==> config.mk <==
export PLATFORM = sky130hd
export DESIGN_NAME = iirl_cell
export DESIGN_NICKNAME = d
export VERILOG_FILES = /design/src/sv/iirl_pkg.sv /design/src/sv/iirl_cell.sv
export SDC_FILE = /design/constraint.sdc
export NUM_CORES = 1
export LEC_CHECK = 0
export ABC_AREA = 1
export BUFFER_PORTS_ARGS = -buffer_cell sky130_fd_sc_hd__buf_2
export CAP_MARGIN = 15
export CORE_ASPECT_RATIO = 1.2
export CORE_UTILIZATION = 46
export CTS_BUF_LIST = sky130_fd_sc_hd__clkbuf_4 sky130_fd_sc_hd__clkbuf_8
export DETAILED_ROUTE_END_ITERATION = 10
export PLACE_DENSITY = 0.83
export SLEW_MARGIN = 20
export SYNTH_ARGS = -nofsm -noshare
export SYNTH_HDL_FRONTEND = slang
export SYNTH_SLANG_ARGS = --single-unit
==> constraint.sdc <==
create_clock -name clock -period 3.3 [get_ports clock]
set_input_delay 0 -clock clock [delete_from_list [all_inputs] [get_ports clock]]
set_output_delay 0 -clock clock [all_outputs]
set_load 0.01 [all_outputs]
==> src/sv/iirl_pkg.sv <==
package iirl_pkg;

   localparam int DEPTH      = 64;
   localparam int WORD_WIDTH = 32;

   localparam int IDX_W = $clog2(DEPTH);
   localparam int CNT_W = $clog2(DEPTH + 1);
   localparam int POS_W = 7;
   localparam int FUNC_W = 2;
   localparam int STAT_W = 2;
   localparam int CMP_W = CNT_W + POS_W;

   localparam int REQ_DATA_W = ((POS_W + WORD_WIDTH + 7) / 8) * 8;
   localparam int RSP_DATA_W = ((WORD_WIDTH + CNT_W + 7) / 8) * 8;

   localparam logic [FUNC_W-1:0] FUNC_INSERT = 2'd0;
   localparam logic [FUNC_W-1:0] FUNC_REMOVE = 2'd1;
   localparam logic [FUNC_W-1:0] FUNC_GET    = 2'd2;
   localparam logic [FUNC_W-1:0] FUNC_SET    = 2'd3;

   localparam logic [STAT_W-1:0] STATUS_OK    = 2'd0;
   localparam logic [STAT_W-1:0] STATUS_FULL  = 2'd1;
   localparam logic [STAT_W-1:0] STATUS_RANGE = 2'd2;

   typedef enum logic [1:0] {
      CELL_HOLD,
      CELL_INSERT,
      CELL_REMOVE,
      CELL_WRITE
   } cell_op_type;

   typedef struct packed {
      cell_op_type           op;
      logic [IDX_W-1:0]      idx;
      logic [WORD_WIDTH-1:0] word;
   } cell_ctrl_type;

endpackage

==> src/sv/iirl_cell.sv <==
module iirl_cell
   import iirl_pkg::*;
(
   input  logic                  clock,
   input  logic [IDX_W-1:0]      cell_index,
   input  cell_ctrl_type         ctrl,
   input  logic [WORD_WIDTH-1:0] left_word,
   input  logic [WORD_WIDTH-1:0] right_word,
   output logic [WORD_WIDTH-1:0] word
);

   logic [WORD_WIDTH-1:0] word_ff;
   logic [WORD_WIDTH-1:0] word_in;

   always_comb begin
      word_in = word_ff;
      case (ctrl.op)
         CELL_INSERT: begin
            if (cell_index > ctrl.idx) begin
               word_in = left_word;
            end else if (cell_index == ctrl.idx) begin
               word_in = ctrl.word;
            end
         end
         CELL_REMOVE: begin
            if (cell_index >= ctrl.idx) begin
               word_in = right_word;
            end
         end
         CELL_WRITE: begin
            if (cell_index == ctrl.idx) begin
               word_in = ctrl.word;
            end
         end
         default: word_in = word_ff;
      endcase
   end

   always_ff @(posedge clock) begin
      word_ff <= word_in;
   end

   assign word = word_ff;

endmodule

# Word level (Yosys, flattened, before mapping)
# Index checks and enable logic that the tools add are counted.
[totals]
regBits = 32
latchBits = 0
memories = 0
wordCells = 14
mem_bits_ro = 0
ramBits = 0
[op_classes]
div = 0
n_shift = 0
n_mux = 4
n_mul = 0
n_lt_le_gt_ge = 2
bitwise = 0
addsub = 0
n_eq_ne = 5
n_reduce_logical = 2
[op_table]
columns = ["op", "n"]
rows = [
  ["32-bit 2-to-1 mux", 3],
  ["32-bit case mux with 3 select lines", 1],
  ["6-bit equality test", 1],
  ["6-bit greater-or-equal comparator", 1],
  ["6-bit greater-than comparator", 1],
  ["2-bit equality test (second input constant)", 2],
  ["3-bit nonzero test", 1],
  ["2-bit by 1-bit equality test with 1-bit output (second input constant)", 1],
  ["2-bit != test (second input constant)", 1],
  ["2-bit AND reduction", 1],
]

# Longest topological paths before layout
# Gate-level depths: netlist (run 1).
[logic_depth]
depth_word = 4
depth_mapped = 12

# Least setup slack after synthesis (run 1)
# OpenSTA, ideal clock, no wires.
[synth_path]
path_type = "input -> register"
from = "in ctrl[37] (netlist bit)"
to = "reg word_ff[0] (netlist: word[0]), enable pin"
path_slack_ns = 0.447
arrival_time_ns = 2.425
n_path_buf = 1
cell_stages = 9
path_cell_list = "inv_1 ha_1 nand2_2 nor2_4 nand2_2 clkinv_2 buf_6 nor2_1 o21bai_1"
[synth_between]
elab_chain_cells = 3
[synth_lines]
columns = ["item", "line_no", "text"]
rows = [
  ["start: declaration", "iirl_cell.sv:6", "input cell_ctrl_type ctrl,"],
  ["6-bit greater-or-equal comparator", "iirl_cell.sv:26", "if (cell_index >= ctrl.idx) begin"],
  ["2-bit != test (no source line)", "-", ""],
  ["2-bit AND reduction (no source line)", "-", ""],
  ["end signal: assignment", "iirl_cell.sv:40", "word_ff <= word_in;"],
  ["end: declaration", "iirl_cell.sv:12", "logic [WORD_WIDTH-1:0] word_ff;"],
]
# No other way between the ends.
# A chain may end at the register's enable or synchronous reset.

# Final worst setup path (run 1)
[layout_path]
from = "in ctrl[37] (netlist bit)"
to = "reg word_ff[22] (netlist: word[22]), enable pin"
# The elaborated chain is that of the path after synthesis.

==> impl_results.md, run 1 <==
- Crit path time final: 2.31 ns
- Fin cells: 573
- PD cells: 387 nW/µm²
- Area delta synth->final: 29.5%
- CTS H-tree lvls: 2
- Clk_lat worst skew: 0.27 ns
- Initial Util: 47.7%
- Sequential area share after synthesis: 38.0%
- Ports: 143
- Commonest non-fill, non-tap cells in the layout: nand2_1, buf_2, nand3_1, inv_1, edfxtp_1
- Count of warnings emitted by yosys: 0
- Antenna diode count: 0
- Worst endpoint required time: 3.20 ns
- GP Congestion: 0.778
- Residual DRC: 0
- Worst path most repeated cell: nand2_2
- Total negative slack: 0 ns
- FMAX: 434 MHz
- Layout cells sized above 1: 31.7%
- Buf/Inv on CP: 4
- CTS tree: built
- Clock Tree Root: clkbuf_8
- Critical Path, Cell by Cell: buf_2 > inv_1 > ha_1 > nand2_2 > nor2_4 > nand2_2 > buf_4 > clkinv_2 > nor2_1 > o21bai_4
- Antenna viol nets, final: 0
- First-pass GRT wire length: 10700 µm
- Top cell family by delay on the critical path: compound AO/OA/AOI/OAI gates
- GRT Total Usage: 22.3%
- Routed wire length: 6450 µm
- TritonRoute pass-1 iters: 4
- Least-Margin Pin Slew: 1.01 ns
- Setup violations, final: 0
- Clock buffer depth: 2
- FF+latch count, synth: 32
- WL per Instance: 11.2 µm
- DP Wirelength: 4570 µm
- Clock transition at path regs: 0.06 ns
- Most common cell after layout, fill and taps aside: nand2_1
- Worst setup slack after layout: 0.993 ns
- Largest net degree at the start of global routing: 35
- Largest stage delay, worst path: 0.74 ns
- Via density: 4.82
- Placed cells: 565
- Slew Limit Headroom: 32.3%
- Post-synth cell types: 19
- Grt ovf: 0
- Peak VDD IR: 253 µV
- Mean Syn Cell Area: 6.67 µm²
- CTS resizes: 0
- Net Count, Synth: 496
- Number of DRC markers in iteration 0: 186
- Row count: 29
- Post-CTS Setup Bufs: 0
- Vias in the first global route: 2580
- Clock sinks: 32
- Post-Synthesis Cells: 379
- Max-cap violation count: 0
- Final hold vios: 0
- Final Max Tran Viols: 0
- Dpl ws: 0.697 ns
- RSZ-0062 raised after global routing: false
- Worst Path Arrival: 2.21 ns
- Final #Nets: 627
- Hold Crit Class: in -> reg
- Core area: 5300 µm²
- Cell Area, Synth: 2530 µm²
- Clock Skews: 0 ns
- Critical path class: in -> reg
- Status: finished, final reports clean
- Worst hold slack: 0.0640 ns
- Worst path slowest cell: o21bai_4
- CTS Hold Bufs: 0
- Max reg flops: 32
- P_leak: 1.94 nW
- Die Ht: 83.2 µm
- DR vias: 2759
- Buffers added on ports: 142
- Worst Setup Start Kind: input pin
- Die outline area: 5800 µm²
- Critical path endpoint category: register
- CP Max Fanout: 33
- Antenna violations before repair: 0
- Cts bufs inserted: 5
- Crit share post-route: 69.9%
- Die width: 69.7 µm
- Fillers: 512
final timing paths:
| check | start | end | slack (ns) | depth (start not counted) |
|---|---|---|---|---|
| min | right_word[23] | word[23] | 0.06 | 5 |
| min reg2reg | word[29] | word[29] | 0.67 | 4 |
| max reg2reg | word[13] | word[13] | 2.35 | 4 |
| max | ctrl[37] | word[22] | 0.99 | 10 |
metrics by stage:
step	area, µm²	util [%]	total power [mW]
floorplan	2530	-	0.839
global placement	3190	60.3	0.982
detailed placement	3190	60.3	0.994
CTS	3270	61.8	1.28
global route	3270	61.8	1.35
finish	3270	61.8	1.27
synth_stat cells, drive strengths merged:
library cell    n  area [µm²]
clkinv          1        5.00
inv            45         169
ha              6        75.1
nand2         203         772
buf            20         155
nor2            3        21.3
edfxtp         32         961
a21oi           2        21.3
nand3          65         338
o21bai          1        7.51
clkbuf          1        3.75
kinds of logic (layout without fill, tap and decap cells):
| kind of cell | count (synthesis) | count (layout) | share of synthesized area, % |
|---|---|---|---|
| and+or+nand+nor | 271 | 271 | 44.7 |
| buffers and inverters | 67 | 199 | 13.2 |
| DFF | 32 | 32 | 38.0 |
| adders and majority gates | 6 | 6 | 2.97 |
| AOI/OAI and AO/OA | 3 | 3 | 1.14 |
worst register-to-register path, cell delays in order, from the launching register on:
cell and delay, ns:
edfxtp_1 0.40, nand2_1 0.10, nand2_1 0.06, nand3_1 0.08, nand2_1 0.07
layer usage:
metal	vias up	share of wire (%)	track usage (%)
met1	1206	42	26.3
met4	0	0.82	5.45
met3	4	5.6	4.25
met5	-	0	0
li1	1440	-	-
met2	109	52	41.4
where the power goes:
group	switching (mW)	leakage (nW)	total [mW]	internal [mW]
combinational	0.240	1.57	0.418	0.178
clock	0.138	0.0453	0.280	0.143
sequential	0.0333	0.324	0.569	0.536
total	0.411	1.94	1.27	0.857
area by class of cell:
| class | count | area, µm² | area share (%) |
|---|---|---|---|
| well taps | 62 | 77.6 | 2.37 |
| inverters | 46 | 174 | 5.31 |
| flip-flops and latches | 32 | 961 | 29.3 |
| repair buffers | 145 | 733 | 22.4 |
| multi-input cells | 280 | 1250 | 38.1 |
| clock inverters | 3 | 13.8 | 0.420 |
| clock buffers | 5 | 68.8 | 2.10 |
No activity file was read; power rests on OpenSTA's default activity.
==> run 2: changes to the inputs <==
CORE_UTILIZATION = 42   (was 46)
PLACE_DENSITY = 0.8   (was 0.83)
clock period = 1.9 ns   (was 3.3 ns; I/O delays follow)
==> run 2 against run 1 <==
Sequential share of layout area shrank 0.78 points. First-iteration DRC count is 11% lower. Routed wire length up 4.2%. Worst hold slack worse by 0.0059 ns. Clock-buffer cell count rose by 1. Worst setup slack worse by 0.56 ns. Non-clock buffer count is 5 higher. Global-route usage is 0.73 points lower. Power increased by 88%. Combinational power up 78%. Register-to-register slack worse by 1.4 ns. Critical path depth unchanged. Critical path type unchanged.
==> impl_results.md, run 2 (synthesized netlist as in run 1, its figures left out) <==
- P_leak: 1.98 nW (was 1.94 nW)
- Slew Limit Headroom: 32.4% (was 32.3%)
- Vias in the first global route: 2534 (was 2580)
- Final Max Tran Viols: 0 (unchanged)
- Part of the power in the clock network: 27.5% (was 22.1%)
- Crit share post-route: 77.0%
- Max-cap violation count: 0 (unchanged)
- Peak VDD IR: 342 µV (was 253 µV)
- Antenna viol nets, final: 0 (unchanged)
- Clock Tree Root: clkbuf_8 (unchanged)
- Hold Crit Class: in -> reg (unchanged)
- Number of DRC markers in iteration 0: 165 (was 186)
- Seq pwr share: 41.3% (was 44.9%)
- Fin cells: 596 (was 573)
- Psw: 728 µW (was 411 µW)
- Clock buffer depth: 2 (unchanged)
- Final hold vios: 0 (unchanged)
- Antenna violations before repair: 0 (unchanged)
- GP Congestion: 0.769 (was 0.778)
- Reg area: 961 µm² (unchanged)
- DR vias: 2784 (was 2759)
- Cts bufs inserted: 5 (unchanged)
- Status: finished, final reports clean (unchanged)
- Total negative slack: 0 ns (unchanged)
- Post-CTS Setup Bufs: 0 (unchanged)
- TritonRoute pass-1 iters: 5 (was 4)
- Commonest non-fill, non-tap cells in the layout: nand2_1, buf_2, nand3_1, inv_1, edfxtp_1 (unchanged)
- Row count: 30 (was 29)
- WL per Instance: 11.3 µm (was 11.2 µm)
- Core area: 5740 µm² (was 5300 µm²)
- Ports: 143 (unchanged)
- GR met2 Demand/Resource: 38.9% (was 41.4%)
- Least-Margin Pin Slew: 1.01 ns (about the same)
- Worst Path Arrival: 1.50 ns (was 2.21 ns)
- Sw Share: 30.6% (was 32.4%)
- Critical path class: in -> reg (unchanged)
- CTS resizes: 0 (unchanged)
- Met1 usage: 25.2% (was 26.3%)
- Placed cells: 588 (was 565)
- RSZ-0062 raised after global routing: false (unchanged)
- Most common cell after layout, fill and taps aside: nand2_1 (unchanged)
- GRT Total Usage: 21.6% (was 22.3%)
- Comb power frac: 31.3% (was 33.0%)
- PD cells: 707 nW/µm² (was 387 nW/µm²)
- Layout cells sized above 1: 32.6% (was 31.7%)
- Fillers: 586 (was 512)
- Antenna diode count: 0 (unchanged)
- Area delta synth->final: 33.0% (was 29.5%)
- Max reg flops: 32 (unchanged)
- Residual DRC: 0 (unchanged)
- Clk_lat worst skew: 0.28 ns (was 0.27 ns)
- GR Layer Usage met3: 4.63% (was 4.25%)
- Routed wire length: 6710 µm (was 6450 µm)
- CTS H-tree lvls: 2 (unchanged)
- Buffers added on ports: 142 (unchanged)
- Via density: 4.67 (was 4.82)
- Setup violations, final: 0 (unchanged)
- Initial Util: 44.0% (was 47.7%)
- Largest net degree at the start of global routing: 33 (was 35)
- CTS tree: built (unchanged)
- Die outline area: 6340 µm² (was 5800 µm²)
- DP Wirelength: 4980 µm (was 4570 µm)
- Area of the multi-input gates: 1250 µm² (unchanged)
- Die width: 72.8 µm (was 69.7 µm)
- CP Max Fanout: 32 (was 33)
- Grt ovf: 0 (unchanged)
- CTS Hold Bufs: 0 (unchanged)
- Clock transition at path regs: 0.07 ns (was 0.06 ns)
- Crit path time final: 1.46 ns
- Worst endpoint required time: 1.93 ns (was 3.20 ns)
- Die Ht: 87 µm (was 83.2 µm)
- Gr busiest metal: met2 (unchanged)
- Critical path endpoint category: register (unchanged)
- Final #Nets: 632 (was 627)
- First-pass GRT wire length: 10700 µm (about the same)
- Worst Setup Start Kind: input pin (unchanged)
- FMAX: 683 MHz
- Clock Skews: 0 ns (unchanged)
- Clock sinks: 32 (unchanged)
- P_int: 1.65 mW (was 857 µW)
[run 2: cell count changes in the layout (fill, tap and decap cells not counted)]
cell and change:
clkbuf_4 +1, clkinv_1 -1, clkinv_2 -1, buf_4 +5, bufinv_16 +1
[run 2: path summary, 6_finish.rpt]
path,startpoint,end,slack [ns],depth (start not counted)
max,ctrl[37],word[22],0.44,10
min,right_word[17],word[17],0.06,5
max reg2reg,word[22],word[22],0.95,4
min reg2reg,word[1],word[1],0.68,4
[run 2: area by class of cell]
type                            instances  area share, %
Clock buffer                            6           2.27
Inverter                               46           5.17
Timing Repair Buffer                  150           22.9
Tap cell                               80           2.98
Multi-Input combinational cell        280           37.1
Clock inverter                          2           1.04
Sequential cell                        32           28.6
[run 2: worst max-delay path: stages]
cell and delay [ns]:
buf_2 0.07, inv_1 0.03, ha_1 0.29, nand2_2 0.07
nor2_4 0.17, nand2_2 0.09, nand3_4 0.10, nand2_2 0.38
nand3_1 0.23, nand2_1 0.08
[run 2: metrics by stage]
stage / instance area [µm²] / hold WS [ns] / power, mW / setup slack, ns / util (%)
6_report: 3360 / 0.0581 / 2.38 / 0.436 / 58.6
5_1_grt: 3360 / 0.0631 / 2.54 / 0.294 / 58.6
4_1_cts: 3360 / 0.0460 / 2.40 / 0.471 / 58.6
3_5_place_dp: 3250 / 0.351 / 1.74 / 0.174 / 56.6
3_3_place_gp: 3250 / 0.347 / 1.71 / 0.231 / 56.6
2_1_floorplan: 2540 / 0.254 / 1.46 / 0.0593 / -
[run 2: routing by layer]
layer,wire (µm),part of all wire (%)
met1,2670,40
met2,3500,52
met3,482,7.2
met4,65,0.97
met5,0,0
[run 2: power groups by stage]
stage	Combinational [mW]	Sequential (mW)	Clock [mW]
after global placement	0.721	0.993	0
after detailed placement	0.746	0.994	0
after global routing	0.843	0.997	0.696
after floorplan	0.409	1.05	0
after CTS	0.747	0.983	0.673
final	0.744	0.982	0.653
==> run 3: changes to the inputs <==
CORE_UTILIZATION = 46   (was 42)
PLACE_DENSITY = 0.83   (was 0.8)
clock period = 1.4 ns   (was 1.9 ns; I/O delays follow)
==> run 3 against run 2 <==
Sequential share of layout area down 1.9 points. Routed wire length up 4.4%. Final area up 7.3%. First-iteration DRC count up 45%. Die area down 8.5%. Critical endpoint is now word[23].
==> impl_results.md, run 3 (synthesized netlist as in run 1, its figures left out) <==
- Final hold vios: 0 (unchanged)
- TritonRoute pass-1 iters: 5 (unchanged)
- Grt ovf: 0 (unchanged)
- Clock sinks: 32 (unchanged)
- Buffers added on ports: 142 (unchanged)
- Slew Limit Headroom: 83.7% (was 32.4%)
- Die outline area: 5800 µm² (was 6340 µm²)
- Antenna violations before repair: 0 (unchanged)
- P_int: 2.33 mW (was 1.65 mW)
- Worst Setup Start Kind: input pin (unchanged)
- Cts bufs inserted: 5 (unchanged)
- Critical path class: in -> reg (unchanged)
- Least-Margin Pin Slew: 0.243 ns (was 1.01 ns)
- Sw Share: 30.6% (about the same)
- R2r worst-path depth: 4 (unchanged)
- Crit path time final: 1.34 ns
- DP Wirelength: 5330 µm (was 4980 µm)
- DR vias: 2874 (was 2784)
- Hold Crit Class: in -> reg (unchanged)
- WL met1: 2880 µm (was 2670 µm)
- Comb power frac: 34.0% (was 31.3%)
- Vias in the first global route: 2679 (was 2534)
- Largest net degree at the start of global routing: 29 (was 33)
- FMAX: 745 MHz
- Seq pwr share: 39.9% (was 41.3%)
- CTS H-tree lvls: 2 (unchanged)
- GP Congestion: 0.861 (was 0.769)
- Clock transition at path regs: 0.07 ns (about the same)
- Max-cap violation count: 0 (unchanged)
- Clk_lat worst skew: 0.27 ns (was 0.28 ns)
- Placed cells: 579 (was 588)
- Psw: 1.03 mW (was 728 µW)
- Critical path endpoint category: register (unchanged)
- Clock Skews: 0 ns (unchanged)
- Die width: 69.7 µm (was 72.8 µm)
- Routed wire length: 7010 µm (was 6710 µm)
- Peak VDD IR: 561 µV (was 342 µV)
- Part of the power in the clock network: 26.1% (was 27.5%)
- PD cells: 930 nW/µm² (was 707 nW/µm²)
- Commonest non-fill, non-tap cells in the layout: nand2_1, buf_2, nand3_1, inv_1, edfxtp_1 (unchanged)
- Setup violations, final: 0 (unchanged)
- Routed wl met3: 357 µm (was 482 µm)
- Number of DRC markers in iteration 0: 240 (was 165)
- Clock buffer depth: 2 (unchanged)
- CP Max Fanout: 16 (was 32)
- Ports: 143 (unchanged)
- CTS tree: built (unchanged)
- Hold depth: 5 (unchanged)
- DR top layer: met4 (unchanged)
- WL per Instance: 11.9 µm (was 11.3 µm)
- Met2 Wirelength: 3710 µm (was 3500 µm)
- First-pass GRT wire length: 11600 µm (was 10700 µm)
- Crit share post-route: 95.9%
- GRT Total Usage: 24.4% (was 21.6%)
- Antenna viol nets, final: 0 (unchanged)
- CTS Hold Bufs: 0 (unchanged)
- Row count: 29 (was 30)
- P_leak: 2.09 nW (was 1.98 nW)
- Die Ht: 83.2 µm (was 87 µm)
- Layout cells sized above 1: 35.9% (was 32.6%)
- Final #Nets: 643 (was 632)
- Residual DRC: 0 (unchanged)
- Fin cells: 589 (was 596)
- Setup slack, reg-to-reg: 0.47 ns (was 0.95 ns)
- Via density: 4.88 (was 4.67)
- Final Max Tran Viols: 0 (unchanged)
- Worst endpoint required time: 1.42 ns (was 1.93 ns)
- Core area: 5300 µm² (was 5740 µm²)
- Max reg flops: 32 (unchanged)
- Area delta synth->final: 42.7% (was 33.0%)
- Antenna diode count: 0 (unchanged)
- Most common cell after layout, fill and taps aside: nand2_1 (unchanged)
- Design Power: 3.36 mW (was 2.38 mW)
- Initial Util: 47.7% (was 44.0%)
- Clock Tree Root: clkbuf_8 (unchanged)
- Worst Path Arrival: 1.37 ns (was 1.50 ns)
- Status: finished, final reports clean (unchanged)
## run 3: cell types whose count changed in the layout (fill, tap and decap cells not counted), moves of 2 or more
cell	before	now
buf_4	8	12
nand2_4	0	3
ha_1	6	2
inv_1	45	41
buf_12	0	5
ha_4	0	4
nand2_2	4	2
## run 3: power by group through the flow
stage | combinational [mW] | clock (mW) | sequential [mW]
detailed placement | 1.12 | 0 | 1.36
global route | 1.27 | 0.929 | 1.35
CTS | 1.12 | 0.887 | 1.34
finish | 1.14 | 0.877 | 1.34
floorplan | 0.589 | 0 | 1.43
global placement | 1.08 | 0 | 1.35
## run 3: repair_timing
action                                  CTS  global route
resized for setup                         0             1
setup buffers                             0             1
endpoints found under the setup margin    0            26
## run 3: path summary, 6_finish.rpt
path,to,from
setup / recovery,word[23],ctrl[35]
setup reg to reg,word[5],word[5]
hold / removal,word[4],right_word[4]
hold reg to reg,word[13],word[13]
## run 3: stage by stage
step | hold slack [ns] | utilization (%) | instance area (µm²) | worst slack, ns | setup TNS, ns
finish | 0.0631 | 68.1 | 3610 | 0.0573 | 0
global route | 0.0748 | 68.1 | 3610 | -0.0163 | -0.0163
CTS | 0.0590 | 67.4 | 3570 | 0.0677 | 0
detailed placement | 0.348 | 65.3 | 3460 | -0.209 | -11.99
global placement | 0.346 | 65.3 | 3460 | -0.179 | -9.64
floorplan | 0.254 | - | 2640 | -0.390 | -12.47
## run 3: critical path, stage by stage
cell and delay [ns]:
buf_2 0.16, inv_12 0.03, ha_4 0.24, nand2_4 0.06, nor2_4 0.04, buf_4 0.13
a21oi_4 0.23, nand2_2 0.15, buf_12 0.17, nand3_1 0.08, nand2_1 0.07
## run 3: final cells by class
| type | count | area (µm²) |
|---|---|---|
| sequential | 32 | 961 |
| multi-input combinational | 280 | 1320 |
| timing repair buffer | 161 | 937 |
| clock buffer | 6 | 76.3 |
| clock inverter | 2 | 35.0 |
| tap | 62 | 77.6 |
| fill | 444 | 1690 |
| inverter | 46 | 200 |
## run 3: layer usage
metal,vias up,track usage [%]
met1,1280,29.6
met5,-,0
met3,6,2.79
li1,1472,-
met4,0,6.00
met2,116,45.6
